[src/chs_pkg.sv]
`timescale 1ns / 1ps
// Shared types, constants and the arctangent table for the compass heading smoother.
// Used by chs_ctrl, chs_datapath and compass_heading_smoother; has no dependencies.

package chs_pkg;

    localparam int MAG_W      = 16;   // sample and offset width
    localparam int GAIN_W     = 16;   // Q0.16 smoothing gain
    localparam int OUT_W      = 12;   // heading in tenths of a degree
    localparam int CFG_IDX_W  = 2;
    localparam int CFG_DATA_W = 16;
    localparam int TABLE_BITS = 24;   // fraction bits of the arctangent table
    localparam int ATAN_W     = 30;   // width of one table entry

    localparam logic [CFG_IDX_W-1:0] CFG_OFFSET_X = 2'd0;
    localparam logic [CFG_IDX_W-1:0] CFG_OFFSET_Y = 2'd1;
    localparam logic [CFG_IDX_W-1:0] CFG_GAIN     = 2'd2;

    typedef enum logic [2:0] {
        S_IDLE,
        S_PREP,
        S_ITER,
        S_FIN,
        S_DIFF,
        S_WRAP,
        S_MUL,
        S_UPD_OUT
    } t_state;

    typedef struct packed {
        logic load_in;
        logic prep;
        logic iter;
        logic fin;
        logic diff;
        logic wrap;
        logic mul;
        logic upd;
    } t_dp_cmd;

    typedef struct packed {
        logic special;
        logic last_iter;
    } t_dp_sts;

    // atan(2^-i) in degrees, 24 fraction bits
    function automatic logic [ATAN_W-1:0] atan_deg_q24(input logic [4:0] idx);
        logic [ATAN_W-1:0] v;
        unique case (idx)
            5'd0:    v = 30'd754974720;
            5'd1:    v = 30'd445687602;
            5'd2:    v = 30'd235489088;
            5'd3:    v = 30'd119537938;
            5'd4:    v = 30'd60000934;
            5'd5:    v = 30'd30029717;
            5'd6:    v = 30'd15018523;
            5'd7:    v = 30'd7509720;
            5'd8:    v = 30'd3754917;
            5'd9:    v = 30'd1877466;
            5'd10:   v = 30'd938734;
            5'd11:   v = 30'd469367;
            5'd12:   v = 30'd234684;
            5'd13:   v = 30'd117342;
            5'd14:   v = 30'd58671;
            5'd15:   v = 30'd29335;
            5'd16:   v = 30'd14668;
            5'd17:   v = 30'd7334;
            5'd18:   v = 30'd3667;
            5'd19:   v = 30'd1833;
            5'd20:   v = 30'd917;
            5'd21:   v = 30'd458;
            5'd22:   v = 30'd229;
            5'd23:   v = 30'd115;
            default: v = '0;
        endcase
        return v;
    endfunction

endpackage

[src/chs_ctrl.sv]
`timescale 1ns / 1ps
// Sequencer for the compass heading smoother: steps the datapath through
// offset removal, CORDIC iterations, smoothing and output. Depends on chs_pkg.

module chs_ctrl (
    input  logic              i_clk,
    input  logic              i_rst_n,
    input  logic              i_valid,
    output logic              o_stall,
    output logic              o_valid,
    input  logic              i_stall,
    input  chs_pkg::t_dp_sts  i_sts,
    output chs_pkg::t_dp_cmd  o_cmd
);

    chs_pkg::t_state r_state;
    chs_pkg::t_state n_state;
    logic            r_valid;
    logic            n_valid;
    logic            w_out_free;

    assign w_out_free = !r_valid || !i_stall;
    assign o_stall    = (r_state != chs_pkg::S_IDLE);
    assign o_valid    = r_valid;

    always_ff @(posedge i_clk) begin
        if (!i_rst_n) begin
            r_state <= chs_pkg::S_IDLE;
            r_valid <= 1'b0;
        end else begin
            r_state <= n_state;
            r_valid <= n_valid;
        end
    end

    always_comb begin
        n_state = r_state;
        o_cmd   = '0;
        n_valid = r_valid && i_stall;
        unique case (r_state)
            chs_pkg::S_IDLE: begin
                if (i_valid) begin
                    o_cmd.load_in = 1'b1;
                    n_state       = chs_pkg::S_PREP;
                end
            end
            chs_pkg::S_PREP: begin
                o_cmd.prep = 1'b1;
                // vectors with a zero Y component, the zero vector included, skip the rotation
                n_state    = i_sts.special ? chs_pkg::S_FIN : chs_pkg::S_ITER;
            end
            chs_pkg::S_ITER: begin
                o_cmd.iter = 1'b1;
                if (i_sts.last_iter) begin
                    n_state = chs_pkg::S_FIN;
                end
            end
            chs_pkg::S_FIN: begin
                o_cmd.fin = 1'b1;
                n_state   = chs_pkg::S_DIFF;
            end
            chs_pkg::S_DIFF: begin
                o_cmd.diff = 1'b1;
                n_state    = chs_pkg::S_WRAP;
            end
            chs_pkg::S_WRAP: begin
                o_cmd.wrap = 1'b1;
                n_state    = chs_pkg::S_MUL;
            end
            chs_pkg::S_MUL: begin
                o_cmd.mul = 1'b1;
                n_state   = chs_pkg::S_UPD_OUT;
            end
            chs_pkg::S_UPD_OUT: begin
                // hold until the previous result is taken, then update and present
                if (w_out_free) begin
                    o_cmd.upd = 1'b1;
                    n_valid   = 1'b1;
                    n_state   = chs_pkg::S_IDLE;
                end
            end
            default: begin
                n_state = chs_pkg::S_IDLE;
            end
        endcase
    end

endmodule

[src/chs_datapath.sv]
`timescale 1ns / 1ps
// Datapath of the compass heading smoother: offset removal, iterative CORDIC,
// angle wrap, gain multiply, smoothed heading state and output. Depends on chs_pkg.

module chs_datapath #(
    parameter int CORDIC_STEPS    = 16,
    parameter int ANGLE_FRAC_BITS = 16
) (
    input  logic                                i_clk,
    input  logic                                i_rst_n,
    input  chs_pkg::t_dp_cmd                    i_cmd,
    output chs_pkg::t_dp_sts                    o_sts,
    input  logic signed [chs_pkg::MAG_W-1:0]    i_mag_x,
    input  logic signed [chs_pkg::MAG_W-1:0]    i_mag_y,
    input  logic signed [chs_pkg::MAG_W-1:0]    i_offset_x,
    input  logic signed [chs_pkg::MAG_W-1:0]    i_offset_y,
    input  logic        [chs_pkg::GAIN_W-1:0]   i_gain,
    output logic        [chs_pkg::OUT_W-1:0]    o_heading_tenths
);

    localparam int F   = ANGLE_FRAC_BITS;
    localparam int HW  = F + 11;              // signed heading and difference
    localparam int SW  = F + 9;               // smoothed heading, [0,360)
    localparam int MW  = F + 9;               // magnitude of the wrapped difference
    localparam int PW  = MW + chs_pkg::GAIN_W;
    localparam int TW  = SW + 3;              // heading times ten
    localparam int CW  = chs_pkg::MAG_W + 1;  // corrected component
    localparam int NW  = CW + 1;
    localparam int XW  = NW + chs_pkg::TABLE_BITS + 2;
    localparam int ZW  = 33;
    localparam int IW  = $clog2(CORDIC_STEPS);
    localparam int ZSH = chs_pkg::TABLE_BITS - F;

    localparam logic signed [HW-1:0] K180 = HW'(180) <<< F;
    localparam logic signed [HW-1:0] K360 = HW'(360) <<< F;

    logic signed [CW-1:0] r_cx;
    logic signed [CW-1:0] r_cy;
    logic signed [XW-1:0] r_x;
    logic signed [XW-1:0] r_y;
    logic signed [ZW-1:0] r_z;
    logic        [IW-1:0] r_i;
    logic signed [HW-1:0] r_base;
    logic signed [HW-1:0] r_head;
    logic signed [HW-1:0] r_diff;
    logic        [MW-1:0] r_mag;
    logic                 r_neg;
    logic        [PW-1:0] r_prod;
    logic        [SW-1:0] r_smooth;

    logic signed [NW-1:0] w_cx_ext;
    logic signed [NW-1:0] w_cy_ext;
    logic signed [NW-1:0] w_x0;
    logic signed [NW-1:0] w_y0;
    logic signed [HW-1:0] w_base;
    logic signed [XW-1:0] w_xs;
    logic signed [XW-1:0] w_ys;
    logic signed [ZW-1:0] w_atan;
    logic signed [HW-1:0] w_wrap;
    logic signed [HW-1:0] w_abs;
    logic        [MW-1:0] w_step;
    logic signed [HW-1:0] w_sum;
    logic signed [HW-1:0] w_sum_wrap;
    logic        [TW-1:0] w_ten;

    assign o_sts.special   = (r_cy == '0);
    assign o_sts.last_iter = (r_i == IW'(CORDIC_STEPS - 1));

    // quadrant fold: left half-plane is rotated by half a turn
    always_comb begin
        w_cx_ext = NW'(r_cx);
        w_cy_ext = NW'(r_cy);
        if (r_cy == '0) begin
            w_x0   = w_cx_ext;
            w_y0   = w_cy_ext;
            w_base = (r_cx < 0) ? K360 : K180;
        end else if (r_cx < 0) begin
            w_x0   = -w_cx_ext;
            w_y0   = -w_cy_ext;
            w_base = (r_cy > 0) ? K360 : '0;
        end else begin
            w_x0   = w_cx_ext;
            w_y0   = w_cy_ext;
            w_base = K180;
        end
    end

    assign w_xs   = r_x >>> r_i;
    assign w_ys   = r_y >>> r_i;
    assign w_atan = ZW'(chs_pkg::atan_deg_q24(5'(r_i)));

    always_comb begin
        if (r_diff > K180) begin
            w_wrap = r_diff - K360;
        end else if (r_diff < -K180) begin
            w_wrap = r_diff + K360;
        end else begin
            w_wrap = r_diff;
        end
        w_abs = (w_wrap < 0) ? -w_wrap : w_wrap;
    end

    assign w_step = r_prod[PW-1:chs_pkg::GAIN_W];

    always_comb begin
        if (r_neg) begin
            w_sum = $signed(HW'(r_smooth)) - $signed(HW'(w_step));
        end else begin
            w_sum = $signed(HW'(r_smooth)) + $signed(HW'(w_step));
        end
        if (w_sum >= K360) begin
            w_sum_wrap = w_sum - K360;
        end else if (w_sum < 0) begin
            w_sum_wrap = w_sum + K360;
        end else begin
            w_sum_wrap = w_sum;
        end
    end

    assign w_ten = TW'({r_smooth, 3'b000}) + TW'({r_smooth, 1'b0});

    // payload registers
    always_ff @(posedge i_clk) begin
        if (i_cmd.load_in) begin
            r_cx <= CW'(i_mag_x) - CW'(i_offset_x);
            r_cy <= CW'(i_mag_y) - CW'(i_offset_y);
        end
        if (i_cmd.prep) begin
            r_x    <= XW'(w_x0) <<< chs_pkg::TABLE_BITS;
            r_y    <= XW'(w_y0) <<< chs_pkg::TABLE_BITS;
            r_z    <= '0;
            r_i    <= '0;
            r_base <= w_base;
        end else if (i_cmd.iter) begin
            // rotate toward the x axis
            if (r_y > 0) begin
                r_x <= r_x + w_ys;
                r_y <= r_y - w_xs;
                r_z <= r_z + w_atan;
            end else begin
                r_x <= r_x - w_ys;
                r_y <= r_y + w_xs;
                r_z <= r_z - w_atan;
            end
            r_i <= r_i + 1'b1;
        end
        if (i_cmd.fin) begin
            r_head <= r_base + HW'(r_z >>> ZSH);
        end
        if (i_cmd.diff) begin
            r_diff <= r_head - $signed(HW'(r_smooth));
        end
        if (i_cmd.wrap) begin
            r_mag <= w_abs[MW-1:0];
            r_neg <= (w_wrap < 0);
        end
        if (i_cmd.mul) begin
            r_prod <= PW'(r_mag) * PW'(i_gain);
        end
    end

    // smoothed heading state; it only moves once the previous result is taken
    always_ff @(posedge i_clk) begin
        if (!i_rst_n) begin
            r_smooth <= '0;
        end else if (i_cmd.upd) begin
            r_smooth <= w_sum_wrap[SW-1:0];
        end
    end

    assign o_heading_tenths = w_ten[F+chs_pkg::OUT_W-1:F];

endmodule

[src/compass_heading_smoother.sv]
`timescale 1ns / 1ps
// Top level of the compass heading smoother: configuration registers, sequencer
// and datapath. Depends on chs_pkg, chs_ctrl and chs_datapath.
//
// Usage:
//   Input channel: i_valid, i_mag_x, i_mag_y; the block drives o_stall. A sample
//   is taken at a clock edge with i_valid high and o_stall low.
//   Output channel: o_valid, o_heading_tenths; the receiver drives i_stall.
//   Each sample gives one smoothed heading, 0 to 3599 tenths of a degree.
//   After acceptance the sample steps through PREP, ITER (skipped when the
//   corrected Y component is zero), FIN, DIFF, WRAP, MUL and UPD_OUT. One sample is
//   processed at a time; the iterative CORDIC, one step per cycle, sets the
//   rate, so a new sample is taken only once the block is back in IDLE.
//   A finished result is held on the output while the next sample is taken;
//   if the receiver still stalls when the following result is ready,
//   the block holds that result and keeps o_stall high until the slot frees.
//   Configuration: i_cfg_we writes i_cfg_data to register i_cfg_idx
//   (0 offset_x, 1 offset_y, 2 smoothing_gain); other indexes are ignored.
//   Write only while the block is idle.
//   Reset (synchronous, active low): offsets 48 and -216, gain 9830, smoothed
//   heading zero, no result pending.

module compass_heading_smoother #(
    parameter int CORDIC_STEPS    = 16,
    parameter int ANGLE_FRAC_BITS = 16
) (
    input  logic                                  i_clk,
    input  logic                                  i_rst_n,
    input  logic                                  i_valid,
    output logic                                  o_stall,
    input  logic signed [chs_pkg::MAG_W-1:0]      i_mag_x,
    input  logic signed [chs_pkg::MAG_W-1:0]      i_mag_y,
    output logic                                  o_valid,
    input  logic                                  i_stall,
    output logic        [chs_pkg::OUT_W-1:0]      o_heading_tenths,
    input  logic                                  i_cfg_we,
    input  logic        [chs_pkg::CFG_IDX_W-1:0]  i_cfg_idx,
    input  logic        [chs_pkg::CFG_DATA_W-1:0] i_cfg_data
);

    logic signed [chs_pkg::MAG_W-1:0]  r_offset_x;
    logic signed [chs_pkg::MAG_W-1:0]  r_offset_y;
    logic        [chs_pkg::GAIN_W-1:0] r_gain;
    chs_pkg::t_dp_cmd                  w_cmd;
    chs_pkg::t_dp_sts                  w_sts;

    always_ff @(posedge i_clk) begin
        if (!i_rst_n) begin
            r_offset_x <= 16'sd48;
            r_offset_y <= -16'sd216;
            r_gain     <= 16'd9830;
        end else if (i_cfg_we) begin
            unique case (i_cfg_idx)
                chs_pkg::CFG_OFFSET_X: r_offset_x <= $signed(i_cfg_data);
                chs_pkg::CFG_OFFSET_Y: r_offset_y <= $signed(i_cfg_data);
                chs_pkg::CFG_GAIN:     r_gain     <= i_cfg_data;
                default: begin
                    // drop writes beyond the register list
                end
            endcase
        end
    end

    chs_ctrl u_ctrl (
        .i_clk   (i_clk),
        .i_rst_n (i_rst_n),
        .i_valid (i_valid),
        .o_stall (o_stall),
        .o_valid (o_valid),
        .i_stall (i_stall),
        .i_sts   (w_sts),
        .o_cmd   (w_cmd)
    );

    chs_datapath #(
        .CORDIC_STEPS    (CORDIC_STEPS),
        .ANGLE_FRAC_BITS (ANGLE_FRAC_BITS)
    ) u_datapath (
        .i_clk            (i_clk),
        .i_rst_n          (i_rst_n),
        .i_cmd            (w_cmd),
        .o_sts            (w_sts),
        .i_mag_x          (i_mag_x),
        .i_mag_y          (i_mag_y),
        .i_offset_x       (r_offset_x),
        .i_offset_y       (r_offset_y),
        .i_gain           (r_gain),
        .o_heading_tenths (o_heading_tenths)
    );

`ifndef SYNTHESIS
    a_busy_after_accept: assert property (@(posedge i_clk) disable iff (!i_rst_n)
        (i_valid && !o_stall) |=> o_stall)
        else $error("block took a sample but did not go busy");

    a_heading_range: assert property (@(posedge i_clk) disable iff (!i_rst_n)
        o_valid |-> (o_heading_tenths <= 12'd3599))
        else $error("heading out of range");

    a_no_valid_after_reset: assert property (@(posedge i_clk)
        !i_rst_n |=> !o_valid)
        else $error("result presented right after reset");

    a_result_needs_work: assert property (@(posedge i_clk) disable iff (!i_rst_n)
        $rose(o_valid) |-> $past(o_stall))
        else $error("result appeared while the block was idle");
`endif

endmodule

[config.mk]
export PLATFORM = sky130hd
export DESIGN_NAME = compass_heading_smoother
export DESIGN_NICKNAME = d
export VERILOG_FILES = /design/src/chs_pkg.sv /design/src/chs_ctrl.sv /design/src/chs_datapath.sv /design/src/compass_heading_smoother.sv
export SDC_FILE = /design/constraint.sdc
export NUM_CORES = 2
export LEC_CHECK = 0
export BUFFER_PORTS_ARGS = -buffer_cell sky130_fd_sc_hd__buf_2
export CAP_MARGIN = 30
export CORE_UTILIZATION = 66
export CTS_CLUSTER_DIAMETER = 40
export DETAILED_ROUTE_END_ITERATION = 8
export HOLD_SLACK_MARGIN = 0.06
export PLACE_DENSITY = 0.83
export RECOVER_POWER = 50
export SETUP_SLACK_MARGIN = 0.4
export SLEW_MARGIN = 20
export SYNTH_ARGS = -nofsm -noshare
export SYNTH_HDL_FRONTEND = slang
export SYNTH_SLANG_ARGS = --single-unit
[constraint.sdc]
create_clock -name i_clk -period 8.95 [get_ports i_clk]
set_input_delay 0.4475 -clock i_clk [delete_from_list [all_inputs] [get_ports i_clk]]
set_output_delay 0.4475 -clock i_clk [all_outputs]
set_load 0.005 [all_outputs]
==> flow_summary.yaml <==
status:
  status: "finished, violations left"
  violations: "max-capacitance violations, max-slew violations"
cts:
  clk_latency_ns: 0.64
  path_clk_slew_ns: 0.05
  cts_tree: "built"
  numCtsBuffers: 59
  cts_buffer_depth: 3
  cts_setup_buffers: 0
  cts_resized: 0
  h-tree-depth: 2
  ctsHoldBuffers: 0
  cts.sinks: 374
  cts-root-buf: "clkbuf_16"
global_routing:
  grt_max_degree: 86
  grt_pass1_vias: 39051
  track_usage_pct: 35.4
  grt_overflow: 0
  antenna_found_initial: 3
  grt_pass1_wl_mm: 201
sta:
  fin_crit_ns: 7.75
  max-slew-margin-rel_pct: -102
  fmax_mhz: 129
  finalSetupViolCount: 0
  tightest_slew_ns: 3.03
  drv_slew: 317
  tns_ns: 0
  hold_viol: 0
  min_period_over_period_pct: 86.5
  rsz0062_at_grt: "false"
  fin_skew_ns: 0.0263
die:
  die_h_um: 264
  ios: 69
  die-area_um2: 69900
  fp-row-count: 95
  core-area_um2: 67600
  die_w_um: 264
  start_util_pct: 67.2
routing:
  dr.pass1.iters: 6
  final_antenna_net_count: 0
  dr_total_vias: 39423
  routed_wl_mm: 124
  drcViolationCount: 0
  routed_via_density: 6.42
  routedWlPerCell_um: 20.2
  drtIter0Drc: 3786
power:
  power.internal_mw: 9.57
  ir_worst_vdd_uv: 531
  leakagePower_nw: 21.5
  pwr-share-comb_pct: 71.1
  seq_power_share_pct: 15.9
  power_density_nw_per_um2: 387
  p_sw_mw: 9.20
  p_clk_share_pct: 13.0
  sw_frac_of_total_pct: 49.0
logic_synthesis:
  synth_area_um2: 45400
  synth_top_cell_area_share_pct: 14.5
  synth_edf_count: 182
  synth_most_common_cell: "nand2_1"
  yosysTopAreaCell: "fa_1"
  synth_cell_types: 90
  syn_inst: 5260
  yosys_warnings: 0
  ys_ff_latch: 374
  yosys-top-cells-area: "fa_1 (14%), edfxtp_1 (12%), ha_1 (11%)"
  synth_seq_area_share_pct: 20.5
  synth_nets: 6035
  async_flop_share_pct: 0
  netlist_top_cells_count: "nand2_1 (699), inv_1 (580), ha_1 (392)"
  avgSynthCellArea_um2: 8.64
  synth_ff_type: "dfxtp_1"
layout:
  nets: 5985
  drive_above_1_share_pct: 7.43
  syn_to_final_growth_pct: 6.68
  final_util_pct: 71.7
setup_path:
  path_max_fanout: 26
  crit_path_start_kind: "flip-flop"
  cp.arrival_ns: 8.13
  cp_slowest_cell: "dfxtp_1"
  crit_chain: "nand2_1 -> fa_1 -> inv_1 -> fa_1 -> inv_1 -> fa_1 -> inv_1 -> fa_1 -> fa_1 -> fa_1 -> ha_1 -> a211oi_1 -> nand2_1 -> a211oi_1 -> o21ai_0 -> a221oi_1 -> buf_4 -> o21ai_0 -> a31oi_1 -> nor2b_1 -> o21a_1 -> o21a_1 -> o31a_1"
  worst-endpoint-required_ns: 9.33
  cp_common_cell: "fa_1"
  worstSetupPathType: "flip-flop to flip-flop"
  slowest_delay_ns: 0.94
  end_kind: "flip-flop"
placement:
  dp_hpwl_mm: 92.7
  gp_congestion: 0.966
  port_buffers: 68
hold_path:
  hold_path_class: "primary input to flip-flop"
job:
  maxCapViolCount: 8
==> power groups by stage <==
stage               clock network, mW  logic [mW]  registers [mW]
CTS                              2.46        13.2            2.95
finish                           2.44        13.4            2.98
detailed placement                  0        13.0            2.98
global placement                    0        12.6            2.96
floorplan                           0        10.4            2.68
global route                     2.53        14.7            3.01
==> metal layers <==
| metal | routed length, µm | share of wire (%) | global-route usage (%) | vias to the layer above |
|---|---|---|---|---|
| met3 | 9990 | 8.1 | 5.25 | 495 |
| met5 | 0 | 0 | 0 | - |
| met1 | 47600 | 38 | 44.6 | 18812 |
| li1 | - | - | - | 18112 |
| met2 | 58700 | 47 | 59.2 | 2004 |
| met4 | 7440 | 6.0 | 18.6 | 0 |
==> stage by stage <==
step	cells	hold slack (ns)	cell area [µm²]	setup slack [ns]	total power [mW]
after floorplan	5260	0.432	45400	2.19	13.1
after global placement	6014	0.442	46300	1.61	15.6
after detailed placement	6016	0.450	46300	1.46	15.9
after CTS	6128	0.0668	48500	1.34	18.6
after global routing	6135	0.0908	48500	0.816	20.3
final	6137	0.0885	48500	1.20	18.8
==> layout by cell type (no fill, tap or decap), drive strengths merged, types with 33 or more instances in the layout <==
| cell type | netlist | final |
|---|---|---|
| a31oi | 47 | 47 |
| clkbuf | 181 | 88 |
| a21o | 96 | 96 |
| nand2 | 699 | 699 |
| o21a | 42 | 42 |
| nand2b | 53 | 53 |
| buf | 44 | 100 |
| mux2i | 49 | 49 |
| o211ai | 38 | 38 |
| mux2 | 33 | 33 |
| ha | 392 | 392 |
| xor2 | 152 | 152 |
| a21oi | 355 | 355 |
| nand4 | 33 | 33 |
| fa | 328 | 328 |
| o22ai | 50 | 50 |
| inv | 584 | 597 |
| a211oi | 50 | 50 |
| mux4 | 109 | 109 |
| o21ai | 247 | 247 |
| edfxtp | 182 | 182 |
| xnor2 | 205 | 205 |
| nor3 | 76 | 76 |
| nor2b | 48 | 48 |
| dfxtp | 192 | 192 |
| nor2 | 315 | 315 |
| and2 | 182 | 182 |
| nand3 | 82 | 82 |
==> path summary, 6_finish.rpt <==
kind	start	endpoint	slack [ns]	depth (start not counted)
worst max register to register	r_gain[2]$_SDFFE_PN1P_	u_datapath.r_prod[35]$_DFFE_PP_	1.20	23
worst max-delay path	r_gain[2]$_SDFFE_PN1P_	u_datapath.r_prod[35]$_DFFE_PP_	1.20	23
worst min-delay path	i_cfg_data[13]	r_offset_x[13]$_SDFFE_PN0P_	0.09	3
worst min register to register	r_offset_x[15]$_SDFFE_PN0P_	r_offset_x[15]$_SDFFE_PN0P_	0.46	2
==> cells by family (layout without fill, tap and decap cells) <==
logic type | Yosys count | in the layout | synth area share, %
xor+xnor | 357 | 357 | 6.88
other cells | 0 | 3 | 0
flops | 374 | 374 | 20.5
fa+ha+maj | 720 | 720 | 25.2
compound gates | 1152 | 1152 | 16.0
buf+inv | 810 | 811 | 6.85
mux | 191 | 191 | 7.42
simple gates | 1656 | 1656 | 17.1
==> worst max-delay path, delay by kind of cell, from the launching register on <==
kind,cells,cell delay (ns)
fa+ha+maj,7,3.34
simple gates,3,0.45
flops,1,0.94
buf+inv,4,0.40
compound gates,9,2.36
==> registers in the layout, indices dropped and copies added (netlist names) <==
name                 cells
u_datapath.w_atan       30
u_datapath.r_cy         17
u_datapath.r_head       27
u_ctrl.r_state           3
u_datapath.r_y          44
u_ctrl.o_valid           1
u_datapath.r_prod       25
u_datapath.r_x          44
r_gain                  16
r_offset_y              16
u_datapath.r_neg         1
u_datapath.r_base        3
u_datapath.r_diff       27
u_datapath.r_z          33
u_datapath.r_cx         17
u_datapath.r_smooth     25
u_datapath.r_mag        25
u_datapath.r_i           4
r_offset_x              16
==> area by class of cell <==
cell class	count	area (µm²)
Multi-Input combinational cell	4076	33000
Fill cell	5003	19200
Sequential cell	374	9320
Inverter	585	2200
Clock buffer	74	1720
Tap cell	873	1090
Timing Repair Buffer	114	678
Clock inverter	38	414
Antenna cell	3	7.51
No activity file was read; power rests on OpenSTA's default activity.
